### src/rtl/core/hlr_ram.sv
// Generic single-port-write, single-port-read RAM with registered read data.
`default_nettype none
module hlr_ram #(
  parameter int unsigned Width = 8,
  parameter int unsigned Depth = 16
) (
  input  logic                     clk_i,
  input  logic                     we_i,
  input  logic [$clog2(Depth)-1:0] waddr_i,
  input  logic [Width-1:0]         wdata_i,
  input  logic [$clog2(Depth)-1:0] raddr_i,
  output logic [Width-1:0]         rdata_o
);

  logic [Width-1:0] mem_q [Depth];
  logic [Width-1:0] rdata_q;

  always_ff @(posedge clk_i) begin
    if (we_i) begin
      mem_q[waddr_i] <= wdata_i;
    end
    rdata_q <= mem_q[raddr_i];
  end

  assign rdata_o = rdata_q;

endmodule
`default_nettype wire

### config.mk
export PLATFORM = sky130hd
export DESIGN_NAME = hlr_ram
export DESIGN_NICKNAME = d
export VERILOG_FILES = /design/src/rtl/core/hlr_ram.sv
export SDC_FILE = /design/constraint.sdc
export NUM_CORES = 1
export LEC_CHECK = 0
export ABC_CLOCK_PERIOD_IN_PS = 2400
export BUFFER_PORTS_ARGS = -buffer_cell sky130_fd_sc_hd__clkbuf_2
export CAP_MARGIN = 10
export CORE_ASPECT_RATIO = 0.7
export CORE_MARGIN = 2
export CORE_UTILIZATION = 60
export DETAILED_ROUTE_END_ITERATION = 10
export PLACE_DENSITY = 0.78
export SYNTH_ARGS = -nofsm -noshare
export SYNTH_HDL_FRONTEND = slang
export SYNTH_SLANG_ARGS = --single-unit
### constraint.sdc
create_clock -name clk_i -period 2.4 [get_ports clk_i]
set_input_delay 0.48 -clock clk_i [delete_from_list [all_inputs] [get_ports clk_i]]
set_output_delay 0.48 -clock clk_i [all_outputs]
set_load 0.005 [all_outputs]
==> metrics.yaml <==
status: "completed"
clkSinkCount: 136
port_buffers: 25
yosysSeqAreaShare: 0.7778
first_pass_iters: 4
p_leak_nw: 2.126
place.gp.congestion: 0.7248
row_count: 28
worstMarginPinSlew_ns: 0.6358
tns_ns: 0
cts.repair.resized: 0
fp.coreArea_um2: 8408
ys_seq_elements: 136
fin_ws_ns: 0.8314
relSlewSlack: 0.5746
syn_area_um2: 5147
io_pins: 26
antenna_found_initial: 0
min_period_ns: 1.569
dieArea_um2: 9348
skew_ns: 0.003932
die_w_um: 114.7
critPathLaunchType: "input port"
hold_viol: 0
arrival_ns: 1.87
fillers: 488
cts_inserted_buffers: 17
synth_common_cells: "edfxtp_1, mux4_2, a22oi_1"
synth_warnings: 0
initial_core_util: 0.6122
synthArstFlopShare: 0
peakVddDrop_mv: 0.7445
hold_buffers: 0
slew_viol_final: 0
end_kind: "flop"
crit_required_ns: 2.70
synth_most_common_cell: "edfxtp_1"
grt_usage: 0.2473
fmax_mhz: 637.5
wire_per_inst_um: 25.05
clock_latency_ns: 0.42
drt-initial-drc-count: 257
synth.net_count: 247
via_per_inst: 6.385
post-route-period-util: 0.6536
grt_first_pass_wirelength_um: 15310
htree_num_levels: 4
syn_inst: 229
synth_top_area_frac: 0.7467
synth_cell_type_count: 19
die_y_um: 81.50
ant_nets: 0
synth_ff_type: "edfxtp_1"
yosys.area.top_type: "edfxtp_1"
max_cap_violations: 0
synth_edf_count: 128
grt_max_degree: 18
hpwl_um: 6351
wl_um: 10100
post-place-ws_ns: 0.4027
drive_above_1_share: 0.3188
critical_path.max_fanout: 17
cts_setup_buffers: 0
power_density_nw_per_um2: 920.3
cts_tree: "built"
crit_type: "in2reg"
root_buffer: "clkbuf_16"
hold_path_class: "in2reg"
setup_viol: 0
antenna_cells: 0
via_count: 2573
synthTopCellsByArea: "edfxtp_1, mux4_2, mux4_1"
overflow: 0
grt_pass1_vias: 2593
reg2reg_slack_ns: 1.02
syn_area_per_cell_um2: 22.48
rsz0062_at_grt: "false"
route.detailed.drc: 0
clock_path_buffers: 2
cts.reportedPaths.clkPinSlew_ns: 0.05
syn_to_final_growth_pct: 18.67
nets: 304
## per-stage QoR
stage / area (µm²) / hold slack, ns / cells / util / power, mW
CTS: 6108 / 0.4918 / 403 / 0.7265 / 5.646
finish: 6108 / 0.4916 / 403 / 0.7265 / 5.621
floorplan: 5147 / 0.5789 / 229 / - / 2.852
global placement: 5490 / 0.6598 / 372 / 0.6530 / 2.956
global route: 6108 / 0.5154 / 403 / 0.7265 / 5.774
detailed placement: 5490 / 0.6796 / 372 / 0.6530 / 2.970
## cell type report
class,instances,area [µm²],area share
flip-flops and latches,136,4004,0.6555
multi-input cells,83,1057,0.1731
clock buffers,20,466.7,0.07640
repair buffers,48,297.8,0.04875
clock inverters,11,151.4,0.02478
well taps,105,131.4,0.02151
## path summary, 6_finish.rpt
path / start / to / cells after the start
max: raddr_i[0] / rdata_o[3] / 5
max reg2reg: mem_q[7][6] / rdata_o[6] / 3
min: wdata_i[7] / mem_q[8][7] / 1
min reg2reg: mem_q[7][3] / rdata_o[3] / 3
## critical path, cell delays in order
cell	delay [ns]
clkbuf_2	0.10
buf_4	0.31
mux4_1	0.61
a22oi_1	0.28
nand2_1	0.07
## metal layers
metal,routed length [µm],GRT usage
met5,0,0
met4,212,0.1048
met3,731,0.08413
met2,4683,0.3657
met1,4470,0.3464
## power breakdown
| part | total [mW] | switching [mW] | internal, mW |
|---|---|---|---|
| sequential | 2.68 | 0.0185 | 2.66 |
| clock | 2.70 | 0.906 | 1.79 |
| combinational | 0.246 | 0.140 | 0.106 |
## placed cells by master (no fill, tap or decap), types with 4 or more instances in the layout
cell       count
nor2_1        13
nand2_1        9
mux4_1        14
bufinv_16      4
dfxtp_1        8
a22oi_1       16
clkinv_2       4
nor3_1         4
clkbuf_16     17
mux4_2        18
edfxtp_1     128
buf_4         23
clkbuf_2      25
## logic make-up after synthesis
kind of cell           Yosys count  synth area share
AOI/OAI and AO/OA               16           0.02334
buffers and inverters           10           0.01677
DFF                            136            0.7778
muxes                           32            0.1502
and+or+nand+nor                 35           0.03184
## flip-flops by register name (all words and copies together), names as in the netlist
name	cells
mem_q	128
rdata_o	8
Power figures use the tool's default switching activity.
