--- config.mk ---
export PLATFORM = sky130hd
export DESIGN_NAME = hlr_area
export DESIGN_NICKNAME = d
export VERILOG_FILES = /design/src/rtl/core/hlr_pkg.sv /design/src/rtl/core/hlr_area.sv
export SDC_FILE = /design/constraint.sdc
export NUM_CORES = 1
export LEC_CHECK = 0
export ABC_CLOCK_PERIOD_IN_PS = 6700
export BUFFER_PORTS_ARGS = -buffer_cell sky130_fd_sc_hd__buf_2
export CORE_MARGIN = 2
export CORE_UTILIZATION = 59
export CTS_CLUSTER_SIZE = 14
export DETAILED_ROUTE_END_ITERATION = 6
export PLACE_DENSITY = 0.76
export SKIP_CTS_REPAIR_TIMING = 1
export SLEW_MARGIN = 20
export SYNTH_ARGS = -nofsm -noshare
export SYNTH_HDL_FRONTEND = slang
export SYNTH_SLANG_ARGS = --single-unit
--- constraint.sdc ---
create_clock -name clk_i -period 6.7 [get_ports clk_i]
set_input_delay 1.005 -clock clk_i [delete_from_list [all_inputs] [get_ports clk_i]]
set_output_delay 1.005 -clock clk_i [all_outputs]
set_load 0.03 [all_outputs]
--- src/rtl/core/hlr_pkg.sv ---
// Shared constants, types and state encoding for the histogram largest-rectangle core.
`default_nettype none
package hlr_pkg;

  localparam int unsigned MaxBarsDef    = 1024;
  localparam int unsigned HeightBitsDef = 16;

  // Fixed stream field widths
  localparam int unsigned BarW      = 16;
  localparam int unsigned AreaOutW  = 26;
  localparam int unsigned InDataW   = 16;
  localparam int unsigned OutDataW  = 32;

  typedef enum logic [2:0] {
    S_IDLE,
    S_CMP,
    S_CMP_WAIT,
    S_FLUSH,
    S_FLUSH_WAIT,
    S_DRAIN,
    S_RESULT
  } hlr_state_e;

  // Control from the sequencer to the area unit
  typedef struct packed {
    logic score;  // operands valid this cycle
    logic clear;  // start a new histogram
  } hlr_area_ctrl_t;

endpackage
`default_nettype wire

--- src/rtl/core/hlr_area.sv ---
// Area scoring unit: registered operands, registered product, running maximum.
`default_nettype none
module hlr_area #(
  parameter int unsigned HgtW  = 16,
  parameter int unsigned WidW  = 11,
  parameter int unsigned AreaW = HgtW + WidW
) (
  input  logic                         clk_i,
  input  logic                         rst_ni,
  input  hlr_pkg::hlr_area_ctrl_t      ctrl_i,
  input  logic [HgtW-1:0]              height_i,
  input  logic [WidW-1:0]              width_i,
  output logic [AreaW-1:0]             best_o
);
  import hlr_pkg::*;

  logic             op_v_q, prod_v_q;
  logic [HgtW-1:0]  op_h_q;
  logic [WidW-1:0]  op_w_q;
  logic [AreaW-1:0] prod_q;
  logic [AreaW-1:0] best_q, best_d;

  always_comb begin
    best_d = best_q;
    if (ctrl_i.clear) begin
      best_d = '0;
    end else if (prod_v_q && (prod_q > best_q)) begin
      best_d = prod_q;
    end
  end

  always_ff @(posedge clk_i or negedge rst_ni) begin
    if (!rst_ni) begin
      op_v_q   <= 1'b0;
      prod_v_q <= 1'b0;
      best_q   <= '0;
    end else begin
      op_v_q   <= ctrl_i.score & ~ctrl_i.clear;
      prod_v_q <= op_v_q & ~ctrl_i.clear;
      best_q   <= best_d;
    end
  end

  always_ff @(posedge clk_i) begin
    if (ctrl_i.score) begin
      op_h_q <= height_i;
      op_w_q <= width_i;
    end
    prod_q <= AreaW'(op_h_q) * AreaW'(op_w_q);
  end

  assign best_o = best_q;

endmodule
`default_nettype wire

==> reports/metrics.cfg, run 1 <==
[sta]
rsz0062_at_grt = false
period_needed_ps = 5490
slew_violations = 0
max_clock_freq_ghz = 0.182
worst_pin_slew_ps = 693
fin_skew_ps = 12.2
relSlewSlack = 0.538
final_hold_viol_count = 0
finalSetupViolations = 0
finalCritPeriodShare = 0.819
fin_tns_setup_ps = 0

[yosys]
synth_edf_count = 27
syn_area_um2 = 9220
syn_nets = 1198
avgSynthCellArea_um2 = 9.70
synth_top_area_cell = fa_1
async_flop_share = 0.349
ys_types = 49
synth_cells = 950
synth_ff_type = dfrtp_1
synth_warnings = 0
synthTopCellsByArea = fa_1 27%, ha_1 12%, edfxtp_1 8.8%, dfrtp_1 7.9%, inv_1 7.4%
seq_area_frac_synth = 0.225
yosysTopAreaCellShare = 0.272
synth_seq_cells = 83

[global_routing]
grt.met2_usage = 0.373
grt_pass1_vias = 6365
antenna_found_initial = 0
overflow = 0
grtUsageTotal = 0.232
grt_pass1_wl_um = 30500
grt_use_met1 = 0.331
grt_max_degree = 57
grt.busiest_layer = met2
use_met3 = 0.0383

[route]
drt-total-wl_um = 17800
drc_errors = 0
num_vias = 6225
final_antenna_net_count = 0
viasPerCell = 5.20
drt-initial-drc-count = 317
wl_per_cell_um = 14.9
first_pass_iters = 5

[run]
cap_violations = 0

[clocking]
cts_tree = yes
clkLatencyLatePin_ps = 340
clk_transition_reported_paths_ps = 70
cts.sinks = 83
clk_path_buf_depth = 2
cts-buffers-inserted = 9
cts_root_buf = clkbuf_16
cts_htree_levels = 3

[setup_path]
critPathRequiredTime_ps = 6970
cp_max_fo = 16
critical_path_class = register to register
cp-start-kind = register
cp.arrival_ps = 5760
worstSetupEndpointType = register

[cells_and_area]
final_cell_mix = 182 x inv_1, 125 x fa_1, 98 x nand2_1
seqCellArea_um2 = 2080
layout-drive-gt1-share = 0.0822
multi_input_area_um2 = 6290
fillerInstances = 1249
syn_to_final_growth_pct = 7.24
final_common_cell = inv_1
final_nets = 1229
antenna_cells = 0

[status]
status = finished, final reports clean

[worst_hold_path]
hold_path_class = register to register

[floorplan]
die_area_um2 = 16600
fp.dieW_um = 129
io_pins = 58
rows = 45
die_h_um = 129
core_um2 = 15300
start_util = 0.604

[placement]
place_congestion = 0.881
dpl.hpwl_um = 14200
io_buffer_count = 57

==> Yosys cell counts (all sizes together) (3+ instances only) <==
cell type,instances
a211oi,5
a21o,16
a21oi,26
a221oi,4
a31oi,5
and2,91
buf,3
clkbuf,35
dfrtp,29
dfxtp,27
edfxtp,27
fa,125
ha,92
inv,182
mux2i,27
nand2,98
nand2b,58
nand3,5
nand4,10
nor2,9
nor2b,8
nor3,4
o21a,4
o21ai,16
xnor2,10
xor2,11
==> state kept, by name (all words and copies together) (netlist names) <==
register  cells
best_o       27
op_h_q       16
op_v_q        1
op_w_q       11
prod_q       27
prod_v_q      1
==> stage by stage <==
stage | instances | utilization | hold WS, ps | instance area (µm²) | setup WS [ps]
2_1_floorplan | 950 | - | 439 | 9220 | 1680
3_3_place_gp | 1181 | 0.630 | 441 | 9610 | 1360
3_5_place_dp | 1181 | 0.630 | 458 | 9610 | 1240
4_1_cts | 1197 | 0.648 | 463 | 9880 | 1200
5_1_grt | 1197 | 0.648 | 484 | 9880 | 802
6_report | 1197 | 0.648 | 462 | 9880 | 1210
==> layout make-up <==
cell class                      count  area share
Tap cell                          211      0.0267
Inverter                          182      0.0691
Sequential cell                    83       0.210
Clock inverter                      6     0.00494
Multi-Input combinational cell    647       0.636
Clock buffer                       10      0.0232
Timing Repair Buffer               58      0.0296
==> per-layer routing <==
layer | vias up | share of wire
met3 | 24 | 0.059
met2 | 200 | 0.45
met5 | - | 0
met4 | 0 | 0.015
li1 | 3028 | -
met1 | 2973 | 0.47
==> path summary, 6_finish.rpt <==
check / endpoint / depth (start not counted) / slack [ps] / startpoint
max reg2reg: prod_q[18] / 16 / 1210 / op_w_q[2]
max in group asynchronous: best_o[4] / 1 / 5570 / rst_ni
min reg2reg: best_o[25] / 2 / 460 / prod_q[25]
min in group asynchronous: best_o[22] / 1 / 690 / rst_ni
max: prod_q[18] / 16 / 1210 / op_w_q[2]
min: best_o[25] / 2 / 460 / prod_q[25]
==> worst max-delay path, stage by stage, from the launching register on <==
cell and delay [ps]:
edfxtp_1 710, nand2_1 180, fa_1 610, fa_1 450, fa_1 540, inv_1 50
fa_1 470, inv_1 50, fa_1 470, inv_1 40, ha_1 390, and4_1 290
nand2_1 70, o21ai_0 470, a21boi_0 250, o21ai_0 240, xor2_1 150
==> kinds of logic (layout without fill, tap and decap cells) <==
group,Yosys count,count (layout),share of synthesized area
compound gates,92,92,0.0660
xor+xnor,21,21,0.0200
fa+ha+maj,217,217,0.396
buf+inv,220,256,0.0939
flops,83,83,0.225
mux,27,27,0.0293
simple gates,290,290,0.169
Power of run 1 is not shown: default switching activity piles up to over one toggle a cycle in this logic, so the estimate is an artifact.
==> run 2, diff against run 1 <==
--- a/config.mk
+++ b/config.mk
@@ -5,7 +5,7 @@
 export SDC_FILE = /design/constraint.sdc
 export NUM_CORES = 1
 export LEC_CHECK = 0
-export ABC_CLOCK_PERIOD_IN_PS = 6700
+export ABC_CLOCK_PERIOD_IN_PS = 5200
 export BUFFER_PORTS_ARGS = -buffer_cell sky130_fd_sc_hd__buf_2
 export CORE_MARGIN = 2
 export CORE_UTILIZATION = 59
==> constraint.sdc (replaced) <==
create_clock -name clk_i -period 5.2 [get_ports clk_i]
set_input_delay 0.78 -clock clk_i [delete_from_list [all_inputs] [get_ports clk_i]]
set_output_delay 0.78 -clock clk_i [all_outputs]
set_load 0.03 [all_outputs]
==> run 2 against run 1 <==
Hold slack got worse by 10 ps. Largest cell class unchanged. Highest routed layer unchanged. Via count rose by 2.9%. Routed wire length rose by 0.70%. Critical endpoint is now prod_q[23].
==> reports/metrics.cfg, run 2 (synthesis results as in run 1) <==
[route]
wl_per_cell_um = 14.4
drt-total-wl_um = 17900
drt-initial-drc-count = 360
num_vias = 6404
drc_errors = 0
viasPerCell = 5.15
final_antenna_net_count = 0
first_pass_iters = 5

[setup_path]
reg2reg_depth = 16
cp_max_fo = 11
crit_family = adder cells
cp_slowest_cell = edfxtp_1
critPathMaxStageDelay_ps = 580
path_common_cell = fa_1
worstSetupEndpointType = register
reg2reg_slack_ps = 200
critPathRequiredTime_ps = 5470
critical_path_class = register to register
cp-start-kind = register
r2r-start = op_h_q[2]
path_cells = buf_4 > and2_1 > fa_1 > fa_1 > fa_1 > fa_1 > inv_1 > fa_1 > inv_1 > ha_1 > a211oi_1 > o21ai_0 > a211oi_1 > o21ai_1 > a41oi_1 > xnor2_1
timing.critical_path.buf_inv = 3
cp.arrival_ps = 5270
rr_endpoint = prod_q[23]

[sta]
period_needed_ps = 5000
relSlewSlack = 0.551
finalCritPeriodShare = 0.962
finalSetupViolations = 0
max_clock_freq_ghz = 0.200
slew_violations = 0
fin_skew_ps = 8.25
final_hold_viol_count = 0
worst_pin_slew_ps = 673

[floorplan]
start_util = 0.604
die_h_um = 129
core_um2 = 15300
io_pins = 58
die_area_um2 = 16600
fp.dieW_um = 129
rows = 45

[cells_and_area]
fillerInstances = 1217
final_common_cell = inv_1
stdcell_count = 1243
antenna_cells = 0
syn_to_final_growth_pct = 11.6
layout-drive-gt1-share = 0.129
final_nets = 1275
final_cell_mix = 182 x inv_1, 125 x fa_1, 98 x nand2_1

[clocking]
cts_root_buf = clkbuf_16
clk_transition_reported_paths_ps = 60
cts_tree = yes
clkLatencyLatePin_ps = 340
clk_path_buf_depth = 2
cts_htree_levels = 3
cts-buffers-inserted = 9
cts.sinks = 83

[global_routing]
grt.busiest_layer = met2
grt_max_degree = 57
overflow = 0
use_met3 = 0.0370
grtUsageTotal = 0.229
grt_pass1_wl_um = 30000
grt_pass1_vias = 6463
grt.met2_usage = 0.382
antenna_found_initial = 0
grt_use_met1 = 0.314

[worst_hold_path]
hold_path_class = register to register
min_from = op_v_q
hold_depth = 1
holdPathEnd = prod_v_q

[placement]
placedCellCount = 1209
io_buffer_count = 57
place_congestion = 0.850
dpl.hpwl_um = 14400

[run]
cap_violations = 0

[status]
status = finished, final reports clean

run 2: metal layers:
layer  wire (µm)  vias to the layer above
met4         228                        0
met5           0                        -
met3         885                       18
met1        8370                     3091
met2        8430                      170
li1            -                     3125
run 2: worst max-delay path by stage:
stage,startpoint,end,depth (start not counted)
floorplan,op_w_q[2],prod_q[18],17
global placement,op_w_q[2],prod_q[18],16
detailed placement,op_w_q[2],prod_q[18],16
CTS,op_w_q[2],prod_q[18],16
global route,op_w_q[6],prod_q[26],17
finish,op_h_q[2],prod_q[23],16
run 2: area by class of cell:
type / count / area [µm²] / share of cell area
inverters: 182 / 683 / 0.0664
clock buffers: 14 / 285 / 0.0277
clock inverters: 2 / 16.3 / 0.00158
flip-flops and latches: 83 / 2080 / 0.202
multi-input cells: 647 / 6320 / 0.615
repair buffers: 104 / 638 / 0.0620
well taps: 211 / 264 / 0.0257
run 2: per-stage QoR:
step / utilization / area, µm² / setup slack, ps / hold slack (ps) / setup TNS, ps
2_1_floorplan: - / 9220 / 180 / 439 / 0
3_3_place_gp: 0.643 / 9820 / 144 / 445 / 0
3_5_place_dp: 0.643 / 9820 / 45.9 / 448 / 0
4_1_cts: 0.663 / 10100 / -25.8 / 454 / -25.8
5_1_grt: 0.674 / 10300 / -1.43 / 476 / -1.61
6_report: 0.674 / 10300 / 199 / 451 / 0
Power of run 2 is left out for the same reason.
==> run 3, diff against run 2 <==
--- a/config.mk
+++ b/config.mk
@@ -12,6 +12,7 @@
 export CTS_CLUSTER_SIZE = 14
 export DETAILED_ROUTE_END_ITERATION = 6
 export PLACE_DENSITY = 0.76
+export SETUP_SLACK_MARGIN = 0.5
 export SKIP_CTS_REPAIR_TIMING = 1
 export SLEW_MARGIN = 20
 export SYNTH_ARGS = -nofsm -noshare
==> run 3 against run 2 <==
Non-clock buffer count is 32 higher. Die area did not move. Critical path depth is 1 higher. Design area rose by 4.3%. Global-route usage rose by 0.64 points. Register-to-register slack gained 80 ps. Clock-buffer cell count decreased by 1. First-iteration DRC count is 4.2% lower. Critical path type unchanged. Critical endpoint is now prod_q[26]. Highest routed layer unchanged.
==> reports/metrics.cfg, run 3 (synthesis results as in run 1) <==
[clocking]
cts_tree = yes
clkLatencyLatePin_ps = 350
clk_path_buf_depth = 2
cts_htree_levels = 3
cts_root_buf = clkbuf_16
cts-buffers-inserted = 9
clk_transition_reported_paths_ps = 60
cts.sinks = 83

[floorplan]
start_util = 0.604
core_um2 = 15300
die_area_um2 = 16600
io_pins = 58
rows = 45
die_h_um = 129
fp.dieW_um = 129

[sta]
worst_pin_slew_ps = 676
period_needed_ps = 4920
worst_slack_ps = 277
fin_tns_setup_ps = 0
final_hold_viol_count = 0
rsz0062_at_grt = true
finalSetupViolations = 0
max_clock_freq_ghz = 0.203
relSlewSlack = 0.549
finalCritPeriodShare = 0.947
slew_violations = 0
fin_skew_ps = 13.0

[route]
drc_errors = 0
viasPerCell = 5.24
drt-initial-drc-count = 345
wl_per_cell_um = 15.4
first_pass_iters = 6
num_vias = 6677
final_antenna_net_count = 0
drt-total-wl_um = 19600

[setup_path]
r2r-start = op_h_q[6]
cp-start-kind = register
cp_max_fo = 7
worstSetupEndpointType = register
critical_path_class = register to register
reg2reg_depth = 17
cp.arrival_ps = 5180
critPathRequiredTime_ps = 5460
reg2reg_slack_ps = 280
rr_endpoint = prod_q[26]

[global_routing]
grt_pass1_vias = 6560
grt_max_degree = 57
grtUsageTotal = 0.236
antenna_found_initial = 0
grt_pass1_wl_um = 30700
overflow = 0

[status]
status = finished, final reports clean

[placement]
dpl.hpwl_um = 14000
dp_slack_ps = 67.2
io_buffer_count = 57
place_congestion = 0.880

[run]
cap_violations = 0

[cells_and_area]
final_cell_mix = 179 x inv_1, 124 x fa_1, 98 x nand2_1
layout-drive-gt1-share = 0.187
antenna_cells = 0
syn_to_final_growth_pct = 16.4
final_common_cell = inv_1
final_nets = 1307

[worst_hold_path]
hold_path_class = input port to asynchronous set/reset pin

## run 3: layout make-up
class | instances | area [µm²]
Clock buffer | 13 | 251
Clock inverter | 3 | 23.8
Fill cell | 1155 | 4530
Inverter | 182 | 683
Multi-Input combinational cell | 647 | 6540
Sequential cell | 83 | 2080
Tap cell | 211 | 264
Timing Repair Buffer | 136 | 897
## run 3: critical path, stage by stage (launching register included)
cell and delay (ps):
edfxtp_1 450, buf_4 180, nand2_1 80, fa_1 480, fa_1 530, fa_1 550
inv_1 50, fa_1 470, inv_1 50, fa_1 470, inv_1 60, ha_4 250
a21o_1 220, a221oi_4 300, o21ai_4 120, a31oi_1 220, o221ai_1 140, xnor2_1 210
## run 3: stage by stage
stage	hold slack (ps)	instance area, µm²	instances	util
after global routing	484	10700	1275	0.703
after detailed placement	463	9750	1193	0.639
after floorplan	439	9300	950	-
final	462	10700	1275	0.703
after CTS	469	10000	1209	0.657
after global placement	447	9750	1193	0.639
## run 3: worst max-delay path by stage
stage	from	end	slack, ps
3_5_place_dp	op_w_q[5]	prod_q[24]	70
4_1_cts	op_w_q[5]	prod_q[26]	50
3_3_place_gp	op_w_q[5]	prod_q[26]	70
5_1_grt	op_w_q[5]	prod_q[26]	90
2_1_floorplan	op_h_q[4]	prod_q[22]	500
6_report	op_h_q[6]	prod_q[26]	280
## run 3: per-layer routing
layer | track usage | wire length [µm] | part of all wire | up-vias
met1 | 0.325 | 8760 | 0.45 | 3202
li1 | - | - | - | 3192
met5 | 0 | 0 | 0 | -
met3 | 0.0424 | 1260 | 0.064 | 37
met4 | 0.0825 | 471 | 0.024 | 0
met2 | 0.378 | 9100 | 0.46 | 246
Power of run 3 is left out for the same reason.
